### src/design/rdpz_pkg.sv
// ----------------------------------------------------------------------------
// rdpz_pkg
// Widths, register indexes and the pipeline lane type shared by the
// ray-depth to planar-Z datapath.
// ----------------------------------------------------------------------------
package rdpz_pkg;

    localparam int DEPTH_BITS    = 16;
    localparam int COORD_BITS    = 12;
    localparam int FRAC_BITS     = 4;
    localparam int CFG_BITS      = 16;
    localparam int CFG_ADDR_BITS = 2;

    localparam int POS_BITS  = COORD_BITS + FRAC_BITS;
    localparam int DIFF_BITS = (POS_BITS > CFG_BITS) ? POS_BITS : CFG_BITS;
    localparam int S_BITS    = 2 * DIFF_BITS + 2;
    localparam int P_BITS    = CFG_BITS + DEPTH_BITS;
    localparam int R_BITS    = 2 * P_BITS;
    localparam int ZS_BITS   = DEPTH_BITS + S_BITS;
    localparam int WIDE_BITS = 2 * DEPTH_BITS + S_BITS + 1;
    localparam int IDX_BITS  = $clog2(DEPTH_BITS);

    localparam logic [CFG_BITS-1:0] FOCAL_RESET    = CFG_BITS'(8192);
    localparam logic [CFG_BITS-1:0] CENTER_X_RESET = CFG_BITS'(5120);
    localparam logic [CFG_BITS-1:0] CENTER_Y_RESET = CFG_BITS'(3840);

    typedef enum logic [CFG_ADDR_BITS-1:0] {
        REG_FOCAL    = 2'd0,
        REG_CENTER_X = 2'd1,
        REG_CENTER_Y = 2'd2,
        REG_UNUSED   = 2'd3
    } rdpz_reg_t;

    // One item on its way through the root stages.
    typedef struct packed {
        logic                  valid;
        logic                  zero;
        logic [DEPTH_BITS-1:0] z;
        logic [ZS_BITS-1:0]    zs;
        logic [WIDE_BITS-1:0]  rem;
        logic [S_BITS-1:0]     s;
    } rdpz_lane_t;

endpackage

### src/design/rdpz_root_step.sv
// ----------------------------------------------------------------------------
// rdpz_root_step
// One bit of the quotient-root search: decides bit k of the largest z with
// z*z*S <= R, keeping the remainder R - z*z*S and the product z*S.
// ----------------------------------------------------------------------------
module rdpz_root_step (
    input  rdpz_pkg::rdpz_lane_t          lane_i,
    input  logic [rdpz_pkg::IDX_BITS-1:0] bit_pos,
    output rdpz_pkg::rdpz_lane_t          lane_o
);
    import rdpz_pkg::*;

    logic [WIDE_BITS-1:0] trial;
    logic                 take;

    // (z + 2^k)^2 * S - z^2 * S = z*S*2^(k+1) + S*2^(2k)
    always_comb begin
        trial = (WIDE_BITS'(lane_i.zs) << ({1'b0, bit_pos} + 1'b1))
              + (WIDE_BITS'(lane_i.s) << {bit_pos, 1'b0});
        take  = (lane_i.rem >= trial);
        lane_o = lane_i;
        if (take) begin
            lane_o.rem = lane_i.rem - trial;
            lane_o.z   = lane_i.z | (DEPTH_BITS'(1) << bit_pos);
            lane_o.zs  = lane_i.zs + (ZS_BITS'(lane_i.s) << bit_pos);
        end
    end

endmodule

### config.mk
export PLATFORM = sky130hd
export DESIGN_NAME = rdpz_root_step
export DESIGN_NICKNAME = d
export VERILOG_FILES = /design/src/design/rdpz_pkg.sv /design/src/design/rdpz_root_step.sv
export SDC_FILE = /design/constraint.sdc
export NUM_CORES = 1
export LEC_CHECK = 0
export BUFFER_PORTS_ARGS = -buffer_cell sky130_fd_sc_hd__clkbuf_2
export CORE_UTILIZATION = 53
export DETAILED_ROUTE_END_ITERATION = 7
export PLACE_DENSITY_LB_ADDON = 0.08
export SLEW_MARGIN = 20
export SYNTH_ARGS = -nofsm -noshare
export SYNTH_HDL_FRONTEND = slang
export SYNTH_SLANG_ARGS = --single-unit
### constraint.sdc
create_clock -name vclk -period 29.7
set_input_delay 5.94 -clock vclk [all_inputs]
set_output_delay 5.94 -clock vclk [all_outputs]
set_load 0.02 [all_outputs]
Word level (Yosys, flattened, before mapping)
Index checks and enable logic that the tools add are counted.
- shifts and indexed selects: 4
- add/subtract/negate cells: 4
- muxes and demuxes: 1
- bitwise logic cells: 1
- order comparisons: 1
- operators by type and width (cell ; count):
    two-way mux 133 bit ; 1
    adder 67 bit ; 1
    >= comparator 67 bit ; 1
    << shifter 34 x 5 -> 67 bit ; 1
    << shifter 50 x 5 -> 67 bit ; 1
    subtractor 67 bit ; 1
    adder 50 bit ; 1
    << shifter 34 x 4 -> 50 bit ; 1
    bitwise OR 16 bit ; 1
    << shifter 1 x 4 -> 16 bit (first input constant) ; 1
    adder 4 x 1 -> 5 bit (second input constant) ; 1
- flip-flop bits (word level): 0
- output and inout bits: 169

Logic depth before layout (Yosys ltp)
- depth in word-level cells: 5
- gate-level depth with buffers: 40

Least setup slack after synthesis
Ideal clock, no wire load.
- kind: input-to-output
- from: input port bit_pos[0] in the netlist's numbering
- to: output port lane_o[41] in the netlist's numbering
- stages: 34
- setup slack: 9.722 ns
- buffers on the path: 8
- required time: 23.760 ns
- data arrival time: 14.038 ns
- cell sequence: buf_2 > buf_1 > clkinv_1 > ha_1 > buf_2 > buf_1 > clkbuf_1 > mux4_2 > mux2_2 > o21ai_0 > nor2_1 > ha_1 > clkbuf_1 > nand2_1 > a221oi_1 > nand4_1 > a31oi_1 > o211ai_1 > a21oi_1 > a211oi_1 > o41ai_1 > a211oi_1 > xor2_1 > ha_1 > and3_1 > nand2_1 > nor3_1 > nand4_1 > o21a_1 > o21a_1 > o31a_2 > buf_6 > buf_2 > o31ai_1
- RTL lines (element ; RTL line ; RTL):
    from (decl) ; rdpz_root_step.sv:8 ; input logic [rdpz_pkg::IDX_BITS-1:0] bit_pos,
    to (decl) ; rdpz_root_step.sv:9 ; output rdpz_pkg::rdpz_lane_t lane_o

==> flow_summary_export.csv <==
group,metric,value,unit
clock_tree,hold_buffers,0,
die,design.die.area,0.0346,mm2
drt,drc,0,
synth,synth_top_family_by_area,"compound AO/OA/AOI/OAI gates",
placed_design,io_buffers,338,
drt,via_per_inst,6.50,
worst_setup_path,crit_type,"in -> out",
die,die_w,186,um
drt,ant_nets,0,
synth,syn_area_per_cell,6.56,um2
worst_setup_path,slowest_stage,"ha_1",
clock_tree,post_cts_resized,0,
worst_setup_path,crit_buf_inv,6,
timing,clock.fmax,46.0,MHz
die,top_level_ports,342,
clock_tree,post_cts_buffers,0,
grt,grt_pass1_wl,104,mm
drt,routed_wl,67.4,mm
timing,tightest_slew,1.10,ns
synth,yosys.area_share.simple,22.6,%
final_layout,layout_commonest_cell,"nand2_1",
worst_setup_path,cp_max_fo,112,
synth,synth_area_leaders,"ha_1, o21ai_0, nand2_1",
synth,synth_cell_types,91,
worst_setup_path,required,23.76,ns
placed_design,place.gp.congestion,1.00,
grt,grt_pass1_vias,19689,
timing,setup_tns,0,ns
worst_setup_path,endpoint,"lane_o[156]",
synth,synth-xor-area-share,7.67,%
final_layout,nFillCells,3289,
synth,ys_warn_count,0,
final_layout,num-nets-final,3245,
timing,fin_crit,21.74,ns
worst_setup_path,critPathLaunchType,"primary input",
die,coreArea,0.0329,mm2
worst_setup_path,critPathLaunch,"bit_pos[2]",
timing,drv_slew,0,
synth,yosysSeqAreaShare,0,%
final_layout,final_area,0.0194,mm2
grt,grt_max_degree,113,
drt,vias,21584,
timing,min_period_over_period,73.2,%
drt,drt_iter0_drc,2115,
grt,overflow,0,
final_layout,drive_above_1_share,16.7,%
grt,track_usage,37.3,%
final_layout,seq_cells,0,
final_layout,n_clock_buffer,0,
drt,first_pass_iters,6,
worst_setup_path,worst-path-stages,33,
die,std_cell_rows,66,
timing,rsz0062_at_grt,"false",
die,die_height,186,um
timing,slew-limit-headroom,26.0,%
die,initial_core_util,54.4,%
drt,routedWlPerCell,20.3,um
placed_design,dp_hpwl,56.4,mm
worst_setup_path,worstPathArrival,15.80,ns
worst_setup_path,end_kind,"output port",
synth,syn_inst,2734,
run_status,status,"finished, final reports clean",
final_layout,regArea,0,um2
synth,synthAdderAreaFrac,13.4,%
final_layout,synthToLayoutAreaGrowth,7.93,%
synth,synth_nets,3097,
worst_setup_path,critPathMostFrequentCell,"a21oi_1",
synth,synth_compound_area_share,34.4,%
worst_setup_path,cp_top_family,"compound AO/OA/AOI/OAI gates",
synth,synthMuxAreaShare,15.1,%
min_path,hp-class,"in -> out",
synth,yosysTopAreaCellShare,13.0,%
placed_design,placed_area,0.0194,mm2
synth,yosys.area.top_type,"ha_1",
worst_setup_path,critPathMaxStageDelay,1.16,ns
grt,antenna_found_initial,1,
timing,finalSetupViolations,0,
timing,finalHoldViolations,0,
synth,synthesis.area,0.0179,mm2
final_layout,layout_common_cells,"nand2_1, clkbuf_2, o21ai_0, a21oi_1, nor2_1",
job,cap_violations,0,
==> logic make-up (layout without fill, tap and decap cells) <==
kind of cell	count (synthesis)	count (layout)
buffers and inverters	277	423
other	0	1
muxes	210	210
and+or+nand+nor	913	913
xor gates and xnor gates	157	157
AOI/OAI and AO/OA	987	987
adders and majority gates	190	190
==> final cells by class <==
| cell class | count | area, um2 | area share (%) |
|---|---|---|---|
| repair buffers | 354 | 1810 | 9.37 |
| multi-input cells | 2457 | 16700 | 86.4 |
| inverters | 69 | 259 | 1.34 |
| well taps | 442 | 553 | 2.86 |
| diodes | 1 | 2.50 | 0.0129 |
==> how the worst min path moves through the flow <==
stage,from,end,slack (ns),cells after the start
after floorplan,lane_i[0],lane_o[0],11.99,1
after global placement,lane_i[167],lane_o[167],11.88,0
after detailed placement,lane_i[167],lane_o[167],11.88,0
after CTS,lane_i[167],lane_o[167],11.88,0
after global routing,lane_i[168],lane_o[168],11.88,0
final,lane_i[168],lane_o[168],11.88,0
==> cells in the mapped netlist (all sizes together) (7+ instances only) <==
cell    count
or2         7
or3         9
buf        86
o21ai     317
nand3      55
o21a       26
a211o       7
ha        187
nor3b       9
and2       23
nor3       47
a31o        8
a221oi      7
clkbuf    122
xor2       73
a31oi      24
o211ai     18
and3       23
mux4       44
a21boi     14
o31ai      22
nor4        9
nand2     369
nor2      259
o22ai      22
a21o      125
a21oi     269
nand4      35
nor2b      20
mux2       40
mux2i     126
inv        67
nand2b     36
a211oi     25
xnor2      84
o41ai       7
o21bai     38
==> metal layers <==
| metal | GRT usage, % | part of all wire [%] | vias to the layer above |
|---|---|---|---|
| li1 | - | - | 10318 |
| met1 | 51.2 | 43 | 9993 |
| met2 | 62.0 | 45 | 1113 |
| met3 | 2.17 | 8.1 | 158 |
| met4 | 12.2 | 3.5 | 2 |
| met5 | 0 | 0.034 | - |
==> per-stage QoR <==
| step | cells | util [%] | hold WS, ns | setup WS, ns |
|---|---|---|---|---|
| final | 3323 | 58.7 | 11.88 | 7.96 |
| after CTS | 3322 | 58.7 | 11.88 | 8.14 |
| after detailed placement | 3322 | 58.7 | 11.88 | 8.16 |
| after floorplan | 2734 | - | 11.99 | 9.72 |
| after global routing | 3322 | 58.7 | 11.88 | 7.30 |
| after global placement | 3322 | 58.7 | 11.88 | 8.32 |
